[src/hw/rtl/command_stream_deframer_defines.svh]
// Assertion macros for the command stream deframer.
// Both sample on the rising edge of clk and are disabled while rst_n is low.
`ifndef COMMAND_STREAM_DEFRAMER_DEFINES_SVH
`define COMMAND_STREAM_DEFRAMER_DEFINES_SVH

`ifndef ASSERT_OFF

// same-cycle implication
`define CSD_ASSERT(lbl, ante, cons, msg) \
    lbl: assert property (@(posedge clk) disable iff (!rst_n) (ante) |-> (cons)) \
        else $error(msg);

// next-cycle implication
`define CSD_ASSERT_NEXT(lbl, ante, cons, msg) \
    lbl: assert property (@(posedge clk) disable iff (!rst_n) (ante) |=> (cons)) \
        else $error(msg);

`else

`define CSD_ASSERT(lbl, ante, cons, msg)

`define CSD_ASSERT_NEXT(lbl, ante, cons, msg)

`endif

`endif

[src/hw/rtl/csd_pkg.sv]
`default_nettype none

package csd_pkg;

    localparam logic [7:0] NAK_BYTE = 8'h15;
    localparam logic [7:0] STX_BYTE = 8'h02;
    localparam logic [7:0] KIND_VAR = 8'h62;
    localparam logic [7:0] TYPE_LO  = 8'h50;
    localparam logic [7:0] TYPE_HI  = 8'h76;

    localparam logic [4:0] VAR_POS   = 5'd5;
    localparam int         VAR_BIT   = 4;
    localparam logic [4:0] LEN_SHORT = 5'd9;
    localparam logic [4:0] LEN_LONG  = 5'd23;
    localparam logic [4:0] POS_MAX   = 5'd31;

    localparam int MAX_RES     = 3;
    localparam int QUEUE_DEPTH = 4;

    localparam int TABLE_LEN = 39;

    // frame length per type 0x50..0x76, zero for an unknown type
    localparam logic [4:0] LEN_TABLE [TABLE_LEN] = '{
        5'd11, 5'd25, 5'd4,  5'd10, 5'd3,  5'd2,  5'd13, 5'd10, 5'd3,  5'd12,
        5'd0,  5'd0,  5'd0,  5'd0,  5'd0,  5'd0,
        5'd9,  5'd6,  5'd23, 5'd5,  5'd5,  5'd3,  5'd6,  5'd3,  5'd4,  5'd3,
        5'd3,  5'd4,  5'd3,  5'd3,  5'd3,  5'd12,
        5'd4,  5'd5,  5'd3,  5'd6,  5'd0,  5'd5,  5'd13
    };

    typedef enum logic [1:0] {
        PH_IDLE      = 2'd0,
        PH_AFTER_NAK = 2'd1,
        PH_HELD      = 2'd2,
        PH_FRAME     = 2'd3
    } phase_t;

    typedef struct packed {
        logic [7:0] out_byte;
        logic       frame_first;
        logic       frame_last;
        logic [7:0] frame_kind;
        logic       nak_seen;
        logic       start_inserted;
        logic       discard_error;
    } res_t;

    // all results caused by one input byte
    typedef struct packed {
        logic [1:0]              cnt;
        res_t [MAX_RES-1:0]      slot;
    } entry_t;

    typedef struct packed {
        logic full;
        logic empty;
    } q_stat_t;

    typedef struct packed {
        logic [4:0] left;
        logic [4:0] pos;
        logic       first;
        logic       last;
    } fb_t;

    function automatic logic [4:0] type_len(input logic [7:0] t);
        logic [7:0] off;
        off = t - TYPE_LO;
        if (t < TYPE_LO || t > TYPE_HI)
            return 5'd0;
        return LEN_TABLE[off[5:0]];
    endfunction

    // one byte of the current frame; left counts the byte being emitted
    function automatic fb_t frame_step(input logic [7:0] kind, input logic [4:0] left,
                                       input logic [4:0] pos, input logic [7:0] b);
        fb_t        r;
        logic [4:0] l;
        l = left;
        if (kind == KIND_VAR && pos == VAR_POS)
            l = b[VAR_BIT] ? (LEN_LONG - VAR_POS) : (LEN_SHORT - VAR_POS);
        r.left  = (l != 5'd0) ? l - 5'd1 : 5'd0;
        r.last  = (r.left == 5'd0);
        r.first = (pos == 5'd0);
        r.pos   = (pos != POS_MAX) ? pos + 5'd1 : pos;
        return r;
    endfunction

    function automatic res_t frame_res(input logic [7:0] b, input logic [7:0] kind,
                                       input fb_t f, input logic ins);
        res_t r;
        r                = '0;
        r.out_byte       = b;
        r.frame_first    = f.first;
        r.frame_last     = f.last;
        r.frame_kind     = kind;
        r.start_inserted = ins;
        return r;
    endfunction

    function automatic res_t nak_res();
        res_t r;
        r             = '0;
        r.out_byte    = NAK_BYTE;
        r.frame_first = 1'b1;
        r.frame_last  = 1'b1;
        r.frame_kind  = NAK_BYTE;
        r.nak_seen    = 1'b1;
        return r;
    endfunction

    function automatic res_t err_res(input logic [7:0] kind);
        res_t r;
        r               = '0;
        r.frame_kind    = kind;
        r.discard_error = 1'b1;
        return r;
    endfunction

endpackage

`default_nettype wire

[src/hw/rtl/csd_in_if.sv]
`default_nettype none

interface csd_in_if;
    logic       valid;
    logic       ready;
    logic [7:0] rx_byte;

    modport source (output valid, output rx_byte, input ready);
    modport sink (input valid, input rx_byte, output ready);
endinterface

`default_nettype wire

[src/hw/rtl/csd_out_if.sv]
`default_nettype none

interface csd_out_if;
    logic       valid;
    logic       ready;
    logic [7:0] out_byte;
    logic       frame_first;
    logic       frame_last;
    logic [7:0] frame_kind;
    logic       nak_seen;
    logic       start_inserted;
    logic       discard_error;
    logic       run_last;

    modport source (
        output valid, output out_byte, output frame_first, output frame_last,
        output frame_kind, output nak_seen, output start_inserted,
        output discard_error, output run_last, input ready
    );
    modport sink (
        input valid, input out_byte, input frame_first, input frame_last,
        input frame_kind, input nak_seen, input start_inserted,
        input discard_error, input run_last, output ready
    );
endinterface

`default_nettype wire

[src/hw/rtl/csd_cfg_if.sv]
`default_nettype none

interface csd_cfg_if;
    logic valid;
    logic ready;
    logic repair_missing_start;

    modport source (output valid, output repair_missing_start, input ready);
    modport sink (input valid, input repair_missing_start, output ready);
endinterface

`default_nettype wire

[src/hw/rtl/csd_front.sv]
`default_nettype none

module csd_front (
    input  wire               clk,
    input  wire               rst_n,
    csd_in_if.sink            rx,
    csd_cfg_if.sink           cfg,
    input  csd_pkg::q_stat_t  q_stat,
    output logic              push,
    output csd_pkg::entry_t   push_ent
);

    logic             repair_reg;
    csd_pkg::phase_t  phase_reg;
    csd_pkg::phase_t  phase_next;
    csd_pkg::phase_t  phase_step;
    logic [7:0]       held_reg;
    logic [7:0]       held_next;
    logic [7:0]       kind_reg;
    logic [7:0]       kind_next;
    logic [4:0]       left_reg;
    logic [4:0]       left_next;
    logic [4:0]       pos_reg;
    logic [4:0]       pos_next;

    logic             acc;
    logic [7:0]       b;
    logic [4:0]       len_b;
    logic [4:0]       len_h;
    csd_pkg::fb_t     f0;
    csd_pkg::fb_t     f1;
    csd_pkg::fb_t     f2;
    csd_pkg::entry_t  ent;

    assign rx.ready  = !q_stat.full;
    assign cfg.ready = 1'b1;
    assign acc       = rx.valid && rx.ready;
    assign b         = rx.rx_byte;
    assign len_b     = csd_pkg::type_len(b);
    assign len_h     = csd_pkg::type_len(held_reg);

    // classify the byte and build every result it causes
    always_comb
    begin
        phase_step = phase_reg;
        held_next  = held_reg;
        kind_next  = kind_reg;
        left_next  = left_reg;
        pos_next   = pos_reg;
        f0         = '0;
        f1         = '0;
        f2         = '0;
        ent        = '0;
        unique case (phase_reg)
            csd_pkg::PH_IDLE, csd_pkg::PH_AFTER_NAK:
            begin
                if (b == csd_pkg::NAK_BYTE)
                begin
                    if (phase_reg == csd_pkg::PH_AFTER_NAK)
                    begin
                        phase_step = csd_pkg::PH_IDLE;
                    end
                    else
                    begin
                        ent.slot[0] = csd_pkg::nak_res();
                        ent.cnt     = 2'd1;
                        phase_step  = csd_pkg::PH_AFTER_NAK;
                    end
                end
                else
                begin
                    held_next  = b;
                    phase_step = csd_pkg::PH_HELD;
                end
            end
            csd_pkg::PH_HELD:
            begin
                if (len_b != 5'd0)
                begin
                    kind_next   = b;
                    f0          = csd_pkg::frame_step(b, len_b, 5'd0, held_reg);
                    ent.slot[0] = csd_pkg::frame_res(held_reg, b, f0, 1'b0);
                    ent.cnt     = 2'd1;
                    if (!f0.last)
                    begin
                        f1          = csd_pkg::frame_step(b, f0.left, f0.pos, b);
                        ent.slot[1] = csd_pkg::frame_res(b, b, f1, 1'b0);
                        ent.cnt     = 2'd2;
                        left_next   = f1.left;
                        pos_next    = f1.pos;
                        phase_step  = f1.last ? csd_pkg::PH_IDLE : csd_pkg::PH_FRAME;
                    end
                    else
                    begin
                        // a known type is never a NAK, so it is simply held
                        left_next  = f0.left;
                        pos_next   = f0.pos;
                        held_next  = b;
                        phase_step = csd_pkg::PH_HELD;
                    end
                end
                else if (repair_reg && len_h != 5'd0)
                begin
                    kind_next   = held_reg;
                    f0          = csd_pkg::frame_step(held_reg, len_h, 5'd0,
                                                      csd_pkg::STX_BYTE);
                    ent.slot[0] = csd_pkg::frame_res(csd_pkg::STX_BYTE, held_reg, f0, 1'b1);
                    f1          = csd_pkg::frame_step(held_reg, f0.left, f0.pos, held_reg);
                    ent.slot[1] = csd_pkg::frame_res(held_reg, held_reg, f1, 1'b0);
                    ent.cnt     = 2'd2;
                    if (!f1.last)
                    begin
                        f2          = csd_pkg::frame_step(held_reg, f1.left, f1.pos, b);
                        ent.slot[2] = csd_pkg::frame_res(b, held_reg, f2, 1'b0);
                        ent.cnt     = 2'd3;
                        left_next   = f2.left;
                        pos_next    = f2.pos;
                        phase_step  = f2.last ? csd_pkg::PH_IDLE : csd_pkg::PH_FRAME;
                    end
                    else
                    begin
                        // repaired frame already complete: type byte starts over
                        left_next = f1.left;
                        pos_next  = f1.pos;
                        if (b == csd_pkg::NAK_BYTE)
                        begin
                            ent.slot[2] = csd_pkg::nak_res();
                            ent.cnt     = 2'd3;
                            phase_step  = csd_pkg::PH_AFTER_NAK;
                        end
                        else
                        begin
                            held_next  = b;
                            phase_step = csd_pkg::PH_HELD;
                        end
                    end
                end
                else
                begin
                    ent.slot[0] = csd_pkg::err_res(b);
                    ent.cnt     = 2'd1;
                    phase_step  = csd_pkg::PH_IDLE;
                end
            end
            csd_pkg::PH_FRAME:
            begin
                f0          = csd_pkg::frame_step(kind_reg, left_reg, pos_reg, b);
                ent.slot[0] = csd_pkg::frame_res(b, kind_reg, f0, 1'b0);
                ent.cnt     = 2'd1;
                left_next   = f0.left;
                pos_next    = f0.pos;
                phase_step  = f0.last ? csd_pkg::PH_IDLE : csd_pkg::PH_FRAME;
            end
        endcase
    end

    always_comb
    begin
        phase_next = acc ? phase_step : phase_reg;
    end

    always_comb
    begin
        push     = acc && (ent.cnt != 2'd0);
        push_ent = ent;
    end

    always_ff @(posedge clk or negedge rst_n)
    begin
        if (!rst_n)
        begin
            repair_reg <= 1'b1;
            phase_reg  <= csd_pkg::PH_IDLE;
            held_reg   <= 8'd0;
            kind_reg   <= 8'd0;
            left_reg   <= 5'd0;
            pos_reg    <= 5'd0;
        end
        else
        begin
            if (cfg.valid)
                repair_reg <= cfg.repair_missing_start;
            phase_reg <= phase_next;
            if (acc)
            begin
                held_reg <= held_next;
                kind_reg <= kind_next;
                left_reg <= left_next;
                pos_reg  <= pos_next;
            end
        end
    end

endmodule

`default_nettype wire

[src/hw/rtl/csd_fifo.sv]
`default_nettype none

module csd_fifo #(
    parameter int DEPTH = csd_pkg::QUEUE_DEPTH
) (
    input  wire               clk,
    input  wire               rst_n,
    input  wire               push,
    input  csd_pkg::entry_t   push_ent,
    input  wire               pop,
    output csd_pkg::entry_t   head,
    output csd_pkg::q_stat_t  stat
);

    localparam int AW = (DEPTH > 1) ? $clog2(DEPTH) : 1;
    localparam int CW = $clog2(DEPTH + 1);

    csd_pkg::entry_t  entry_reg [DEPTH];
    logic [AW-1:0]    wr_ptr_reg;
    logic [AW-1:0]    wr_ptr_next;
    logic [AW-1:0]    rd_ptr_reg;
    logic [AW-1:0]    rd_ptr_next;
    logic [CW-1:0]    count_reg;
    logic [CW-1:0]    count_next;
    logic             do_push;
    logic             do_pop;

    assign stat.full  = (count_reg == CW'(DEPTH));
    assign stat.empty = (count_reg == '0);
    assign do_push    = push && !stat.full;
    assign do_pop     = pop && !stat.empty;
    assign head       = entry_reg[rd_ptr_reg];

    always_comb
    begin
        wr_ptr_next = wr_ptr_reg;
        rd_ptr_next = rd_ptr_reg;
        count_next  = count_reg;
        if (do_push)
            wr_ptr_next = (wr_ptr_reg == AW'(DEPTH - 1)) ? '0 : wr_ptr_reg + 1'b1;
        if (do_pop)
            rd_ptr_next = (rd_ptr_reg == AW'(DEPTH - 1)) ? '0 : rd_ptr_reg + 1'b1;
        if (do_push && !do_pop)
            count_next = count_reg + 1'b1;
        else if (do_pop && !do_push)
            count_next = count_reg - 1'b1;
    end

    always_ff @(posedge clk or negedge rst_n)
    begin
        if (!rst_n)
        begin
            wr_ptr_reg <= '0;
            rd_ptr_reg <= '0;
            count_reg  <= '0;
        end
        else
        begin
            wr_ptr_reg <= wr_ptr_next;
            rd_ptr_reg <= rd_ptr_next;
            count_reg  <= count_next;
        end
    end

    always_ff @(posedge clk)
    begin
        if (do_push)
            entry_reg[wr_ptr_reg] <= push_ent;
    end

endmodule

`default_nettype wire

[src/hw/rtl/csd_back.sv]
`default_nettype none

module csd_back (
    input  wire               clk,
    input  wire               rst_n,
    input  csd_pkg::entry_t   head,
    input  csd_pkg::q_stat_t  q_stat,
    output logic              pop,
    csd_out_if.source         tx
);

    logic [1:0]     idx_reg;
    logic [1:0]     idx_next;
    logic           valid_reg;
    logic           valid_next;
    csd_pkg::res_t  res_reg;
    logic           run_last_reg;
    logic           load;
    logic           run_end;

    // output register frees whenever it is empty or being taken
    assign load    = !q_stat.empty && (!valid_reg || tx.ready);
    assign run_end = (idx_reg == head.cnt - 2'd1);
    assign pop     = load && run_end;

    always_comb
    begin
        idx_next   = idx_reg;
        valid_next = valid_reg;
        if (load)
        begin
            idx_next   = run_end ? 2'd0 : idx_reg + 2'd1;
            valid_next = 1'b1;
        end
        else if (tx.ready)
        begin
            valid_next = 1'b0;
        end
    end

    always_ff @(posedge clk or negedge rst_n)
    begin
        if (!rst_n)
        begin
            idx_reg   <= 2'd0;
            valid_reg <= 1'b0;
        end
        else
        begin
            idx_reg   <= idx_next;
            valid_reg <= valid_next;
        end
    end

    always_ff @(posedge clk)
    begin
        if (load)
        begin
            res_reg      <= head.slot[idx_reg];
            run_last_reg <= run_end;
        end
    end

    assign tx.valid          = valid_reg;
    assign tx.out_byte       = res_reg.out_byte;
    assign tx.frame_first    = res_reg.frame_first;
    assign tx.frame_last     = res_reg.frame_last;
    assign tx.frame_kind     = res_reg.frame_kind;
    assign tx.nak_seen       = res_reg.nak_seen;
    assign tx.start_inserted = res_reg.start_inserted;
    assign tx.discard_error  = res_reg.discard_error;
    assign tx.run_last       = run_last_reg;

endmodule

`default_nettype wire

[src/hw/rtl/command_stream_deframer.sv]
// Channel | Dir | Payload                                  | Transfer
// --------+-----+------------------------------------------+-------------------
// rx      | in  | rx_byte[7:0]                             | valid && ready
// tx      | out | out_byte, frame_first, frame_last,       | valid && ready
//         |     | frame_kind, nak_seen, start_inserted,    |
//         |     | discard_error, run_last                  |
// cfg     | in  | repair_missing_start                     | valid && ready
//
// While the queue has room, the front end decodes one byte per cycle into up to
// three results and queues them. The back end sends one result per cycle while
// tx.ready is high; sustained rate is set by the single-result output register.
// rx.ready drops only while the result queue is full; cfg.ready is always high.
// Reset (rst_n low, async) leaves the deframer at a frame boundary with repair on.
// A byte's results pass through the result queue and then the output register, which
// drives tx.valid.

`default_nettype none

`include "command_stream_deframer_defines.svh"

module command_stream_deframer #(
    parameter int QUEUE_DEPTH = csd_pkg::QUEUE_DEPTH
) (
    input wire       clk,
    input wire       rst_n,
    csd_in_if.sink   rx,
    csd_out_if.source tx,
    csd_cfg_if.sink  cfg
);

    logic              push;
    logic              pop;
    csd_pkg::entry_t   push_ent;
    csd_pkg::entry_t   head;
    csd_pkg::q_stat_t  q_stat;

    csd_front u_front (
        .clk      (clk),
        .rst_n    (rst_n),
        .rx       (rx),
        .cfg      (cfg),
        .q_stat   (q_stat),
        .push     (push),
        .push_ent (push_ent)
    );

    csd_fifo #(
        .DEPTH (QUEUE_DEPTH)
    ) u_fifo (
        .clk      (clk),
        .rst_n    (rst_n),
        .push     (push),
        .push_ent (push_ent),
        .pop      (pop),
        .head     (head),
        .stat     (q_stat)
    );

    csd_back u_back (
        .clk    (clk),
        .rst_n  (rst_n),
        .head   (head),
        .q_stat (q_stat),
        .pop    (pop),
        .tx     (tx)
    );

    `CSD_ASSERT(a_nak_shape, tx.valid && tx.nak_seen, tx.frame_first && tx.frame_last && tx.out_byte == csd_pkg::NAK_BYTE, "NAK result malformed")
    `CSD_ASSERT(a_err_alone, tx.valid && tx.discard_error, tx.run_last && !tx.frame_first, "error result not alone")
    `CSD_ASSERT(a_ins_first, tx.valid && tx.start_inserted, tx.frame_first && !tx.run_last, "inserted start misplaced")
    `CSD_ASSERT(a_q_stat, 1'b1, !(q_stat.full && q_stat.empty), "queue both full and empty")
    `CSD_ASSERT_NEXT(a_push_lands, push && q_stat.empty, !q_stat.empty, "pushed entry lost")

endmodule

`default_nettype wire

[src/flat_wrapper.sv]
// flat-port wrapper written by rule: the top's interface ports become plain ports
module command_stream_deframer_flat 
#(
    parameter int QUEUE_DEPTH = csd_pkg::QUEUE_DEPTH
)
  (clk, rst_n, rx_valid, rx_rx_byte, rx_ready, tx_valid, tx_out_byte, tx_frame_first, tx_frame_last, tx_frame_kind, tx_nak_seen, tx_start_inserted, tx_discard_error, tx_run_last, tx_ready, cfg_valid, cfg_repair_missing_start, cfg_ready);
  csd_in_if rx_i ();
  csd_out_if tx_i ();
  csd_cfg_if cfg_i ();
  input wire clk;
  input wire rst_n;
  input wire logic [$bits(rx_i.valid)-1:0] rx_valid;
  input wire logic [$bits(rx_i.rx_byte)-1:0] rx_rx_byte;
  output wire logic [$bits(rx_i.ready)-1:0] rx_ready;
  output wire logic [$bits(tx_i.valid)-1:0] tx_valid;
  output wire logic [$bits(tx_i.out_byte)-1:0] tx_out_byte;
  output wire logic [$bits(tx_i.frame_first)-1:0] tx_frame_first;
  output wire logic [$bits(tx_i.frame_last)-1:0] tx_frame_last;
  output wire logic [$bits(tx_i.frame_kind)-1:0] tx_frame_kind;
  output wire logic [$bits(tx_i.nak_seen)-1:0] tx_nak_seen;
  output wire logic [$bits(tx_i.start_inserted)-1:0] tx_start_inserted;
  output wire logic [$bits(tx_i.discard_error)-1:0] tx_discard_error;
  output wire logic [$bits(tx_i.run_last)-1:0] tx_run_last;
  input wire logic [$bits(tx_i.ready)-1:0] tx_ready;
  input wire logic [$bits(cfg_i.valid)-1:0] cfg_valid;
  input wire logic [$bits(cfg_i.repair_missing_start)-1:0] cfg_repair_missing_start;
  output wire logic [$bits(cfg_i.ready)-1:0] cfg_ready;
  assign rx_i.valid = rx_valid;
  assign rx_i.rx_byte = rx_rx_byte;
  assign rx_ready = rx_i.ready;
  assign tx_valid = tx_i.valid;
  assign tx_out_byte = tx_i.out_byte;
  assign tx_frame_first = tx_i.frame_first;
  assign tx_frame_last = tx_i.frame_last;
  assign tx_frame_kind = tx_i.frame_kind;
  assign tx_nak_seen = tx_i.nak_seen;
  assign tx_start_inserted = tx_i.start_inserted;
  assign tx_discard_error = tx_i.discard_error;
  assign tx_run_last = tx_i.run_last;
  assign tx_i.ready = tx_ready;
  assign cfg_i.valid = cfg_valid;
  assign cfg_i.repair_missing_start = cfg_repair_missing_start;
  assign cfg_ready = cfg_i.ready;
  command_stream_deframer #(.QUEUE_DEPTH(QUEUE_DEPTH)) u_core (.clk(clk), .rst_n(rst_n), .rx(rx_i), .tx(tx_i), .cfg(cfg_i));
endmodule
[config.mk]
export PLATFORM = sky130hd
export DESIGN_NAME = command_stream_deframer_flat
export DESIGN_NICKNAME = d
export VERILOG_FILES = /design/src/hw/rtl/csd_pkg.sv /design/src/hw/rtl/csd_in_if.sv /design/src/hw/rtl/csd_out_if.sv /design/src/hw/rtl/csd_cfg_if.sv /design/src/hw/rtl/csd_front.sv /design/src/hw/rtl/csd_fifo.sv /design/src/hw/rtl/csd_back.sv /design/src/hw/rtl/command_stream_deframer.sv /design/src/flat_wrapper.sv
export VERILOG_INCLUDE_DIRS = /design/src /design/src/hw/rtl
export SDC_FILE = /design/constraint.sdc
export NUM_CORES = 1
export LEC_CHECK = 0
export BUFFER_PORTS_ARGS = -buffer_cell sky130_fd_sc_hd__buf_4
export CAP_MARGIN = 20
export CORE_UTILIZATION = 40
export DETAILED_ROUTE_END_ITERATION = 6
export PLACE_DENSITY = 0.57
export SYNTH_ARGS = -nofsm -noshare
export SYNTH_HDL_FRONTEND = slang
export SYNTH_SLANG_ARGS = --single-unit
export TNS_END_PERCENT = 20
[constraint.sdc]
create_clock -name clk -period 12.65 [get_ports clk]
set_clock_uncertainty 0.15 [all_clocks]
set_input_delay 0 -clock clk [delete_from_list [all_inputs] [get_ports clk]]
set_output_delay 0 -clock clk [all_outputs]
set_load 0.02 [all_outputs]
==> flow_metrics.py <==
metrics = {
    "drt": {
        "routedWlPerCell_um": 21.4,
        "routed_wirelength_um": 31800,
        "route.detailed.drc": 0,
        "dr.pass1.iters": 4,
        "vias": 8388,
        "vias_per_cell": 5.63,
        "drt_iter0_markers": 573,
        "final_antenna_net_count": 0,
    },
    "cts": {
        "clk_path_buf_depth": 3,
        "cts-root-buf": "clkbuf_16",
        "post_cts_buffers": 0,
        "numCtsBuffers": 29,
        "cts.sinks": 261,
        "clock_latency_ps": 530,
        "path_clk_slew_ps": 60,
        "cts_tree": "done",
        "htreeDepth": 1,
    },
    "sta": {
        "worst_slack_ps": 5890,
        "timing.fmax_ghz": 0.148,
        "finalCritPeriodShare": 0.534,
        "worst_pin_slew_ps": 1150,
        "maxSlewHeadroom": 0.229,
        "slew_violations": 0,
        "finalWorstPathRequiredPeriod_ps": 6760,
        "finalSetupViolations": 0,
        "rsz0062_at_grt": "false",
        "finalHoldViolCount": 0,
        "finalSetupTns_ps": 0,
        "holdWs_ps": 106,
    },
    "synth": {
        "synth_flop_cell": "edfxtp_1",
        "avgSynthCellArea_um2": 13.3,
        "synth_edf_count": 222,
        "mappedNetlistArea_um2": 13100,
        "yosys-top-cells-area": "edfxtp_1 (51%), mux4_2 (8.8%), dfrtp_1 (7.3%)",
        "yosysWarnings": 0,
        "synthCells": 987,
        "syn_nets": 1041,
        "synth.top_cell.area_share": 0.509,
        "ys_seq_area_frac": 0.584,
        "synth_largest_area_cell": "edfxtp_1",
        "async_flop_share": 0.149,
        "ys_ff_latch": 261,
        "ys_types": 78,
    },
    "setup_path": {
        "crit_type": "flop to flop",
        "r2r-start": "u_core.u_front.held_reg[4]",
        "cp.arrival_ps": 7010,
        "ff2ff_path_depth": 21,
        "end_kind": "flop",
        "cp-start-kind": "flop",
        "r2r-end": "u_core.u_front.held_reg[6]",
        "required_ps": 12910,
        "critPathMaxFanout": 16,
        "cp_slowest_stage_delay_ps": 670,
        "reg2reg_setup_slack_ps": 5890,
        "slowest_stage": "dfrtp_1",
        "crit_chain": "inv_1 > ha_1 > o311ai_0 > o31a_1 > nand2_1 > ha_1 > inv_1 > or3_1 > nand2b_1 > nand2_1 > ha_1 > nand2_1 > o32ai_4 > inv_1 > nand2_1 > ha_1 > o2111a_2 > nor2_2 > o21ai_2 > o2bb2ai_1 > dlygate4sd3_1",
    },
    "global_route": {
        "grt_max_degree": 51,
        "antenna_found_initial": 0,
        "grt_pass1_wl_um": 49400,
        "grt_usage": 0.194,
        "first_global_vias": 8327,
        "overflow": 0,
    },
    "power": {
        "ir_drop_mv": 0.134,
        "finalPower_mw": 4.11,
        "total_leakage_power_nw": 5.57,
        "power_density_nw_per_um2": 276,
    },
    "outcome": {
        "status": "completed",
    },
    "hold_path": {
        "holdPathStages": 3,
        "hp-class": "input pin to flop",
        "hp-start": "cfg_valid",
        "min_to": "u_core.u_front.repair_reg",
    },
    "final_layout": {
        "diodes": 0,
        "drive_gt1_frac": 0.171,
        "layout.nets": 1087,
        "area_delta_synth_final_pct": 13.9,
        "largest_reg_flops": 200,
        "stdcell_area_um2": 14900,
        "fin_util": 0.468,
        "instances_no_fill": 1490,
    },
    "floorplan": {
        "fp-row-count": 65,
        "dieArea_um2": 33500,
        "initial_core_util": 0.411,
        "io_pins": 39,
        "fp.dieH_um": 183,
        "fp.dieW_um": 183,
        "core_um2": 31900,
    },
    "placed_design": {
        "gp_congestion": 0.868,
        "postPlaceCellArea_um2": 13800,
        "place_inst": 1417,
        "place_hpwl_um": 20900,
        "port_buffers": 37,
        "place_ws_ps": 6260,
    },
    "run": {
        "maxCapViolations": 0,
    },
}
-- per-layer routing --
layer,GRT usage,part of all wire,up-vias
li1,-,-,3906
met1,0.275,0.46,4194
met2,0.316,0.47,242
met3,0.0216,0.046,46
met4,0.0553,0.024,0
met5,0,0,-
-- worst max path at each step --
stage	start	end	cells past startpoint	slack, ps
4_1_cts	u_core.u_front.held_reg[4]	u_core.u_front.held_reg[6]	21	5960
5_1_grt	u_core.u_front.held_reg[4]	u_core.u_front.held_reg[6]	21	5420
2_1_floorplan	u_core.u_front.held_reg[4]	u_core.u_fifo.entry_reg[0][53]	25	7360
6_report	u_core.u_front.held_reg[4]	u_core.u_front.held_reg[6]	21	5890
3_5_place_dp	u_core.u_front.held_reg[4]	u_core.u_fifo.entry_reg[3][53]	22	6260
3_3_place_gp	u_core.u_front.held_reg[4]	u_core.u_fifo.entry_reg[2][63]	20	6410
-- layout make-up --
cell class | instances | area, um2
Clock buffer | 34 | 744
Clock inverter | 19 | 145
Inverter | 33 | 124
Multi-Input combinational cell | 634 | 5090
Tap cell | 435 | 544
Timing Repair Buffer | 74 | 618
Sequential cell | 261 | 7650
Fill cell | 2865 | 17000
-- critical path, delay by kind of cell, from the launching register on --
kind | cells | cell delay [ps]
simple gates | 7 | 1310
compound gates | 6 | 1900
fa+ha+maj | 4 | 1460
flops | 1 | 670
buf+inv | 4 | 1130
-- cell usage after synthesis, types with 14 or more instances --
library cell / n
nand2b_1: 22
edfxtp_1: 222
nand2_1: 88
nand3_1: 14
o21ai_0: 42
a21oi_1: 43
nor3_1: 22
and2_1: 20
nor4_1: 14
a21o_1: 19
mux4_2: 51
nor2_1: 38
clkbuf_1: 42
ha_1: 39
mux2i_1: 37
nor2b_1: 14
inv_1: 33
dfrtp_1: 38
-- repair_timing --
action	CTS	global route
endpoints found under the hold margin	115	0
hold buffers	19	0
endpoints found under the setup margin	0	0
resized for setup	0	0
-- cell usage in the layout (no fill, tap or decap), types with 5 or more instances in the layout --
| cell type | n |
|---|---|
| nor3_1 | 22 |
| inv_1 | 33 |
| mux2i_1 | 37 |
| o211ai_1 | 9 |
| nand3_1 | 14 |
| nor4_1 | 14 |
| mux2_2 | 8 |
| edfxtp_1 | 222 |
| nor2b_1 | 14 |
| dlygate4sd3_1 | 18 |
| a211oi_1 | 8 |
| mux4_2 | 51 |
| clkinv_2 | 8 |
| clkbuf_1 | 5 |
| ha_1 | 39 |
| nor2_1 | 38 |
| and2_1 | 16 |
| o21ai_0 | 42 |
| and3_1 | 9 |
| a21oi_1 | 43 |
| o21a_1 | 5 |
| xor2_1 | 6 |
| buf_4 | 54 |
| dfrtp_1 | 36 |
| or3_1 | 9 |
| nand2b_1 | 22 |
| nor3b_1 | 8 |
| nand3b_1 | 6 |
| a21o_1 | 19 |
| o31ai_1 | 10 |
| nand2_1 | 88 |
| and2_2 | 5 |
| clkbuf_16 | 29 |
| clkinv_1 | 6 |
-- power breakdown --
part | internal, mW | leakage, nW | switching, mW
registers | 1.25 | 2.61 | 0.156
logic | 0.737 | 2.52 | 1.18
clock network | 0.459 | 0.433 | 0.328
total | 2.44 | 5.57 | 1.67
-- kinds of logic after synthesis --
| group | Yosys count | synth area share |
|---|---|---|
| multiplexers | 96 | 0.123 |
| AO/OA/AOI/OAI | 201 | 0.107 |
| flip-flops | 261 | 0.584 |
| XOR/XNOR | 9 | 0.00602 |
| other | 1 | 0.000286 |
| adder cells (fa/ha/maj) | 41 | 0.0396 |
| buffers and inverters | 92 | 0.0276 |
| AND/OR/NAND/NOR | 286 | 0.113 |
Note: power is estimated with default switching activity, not from simulation.
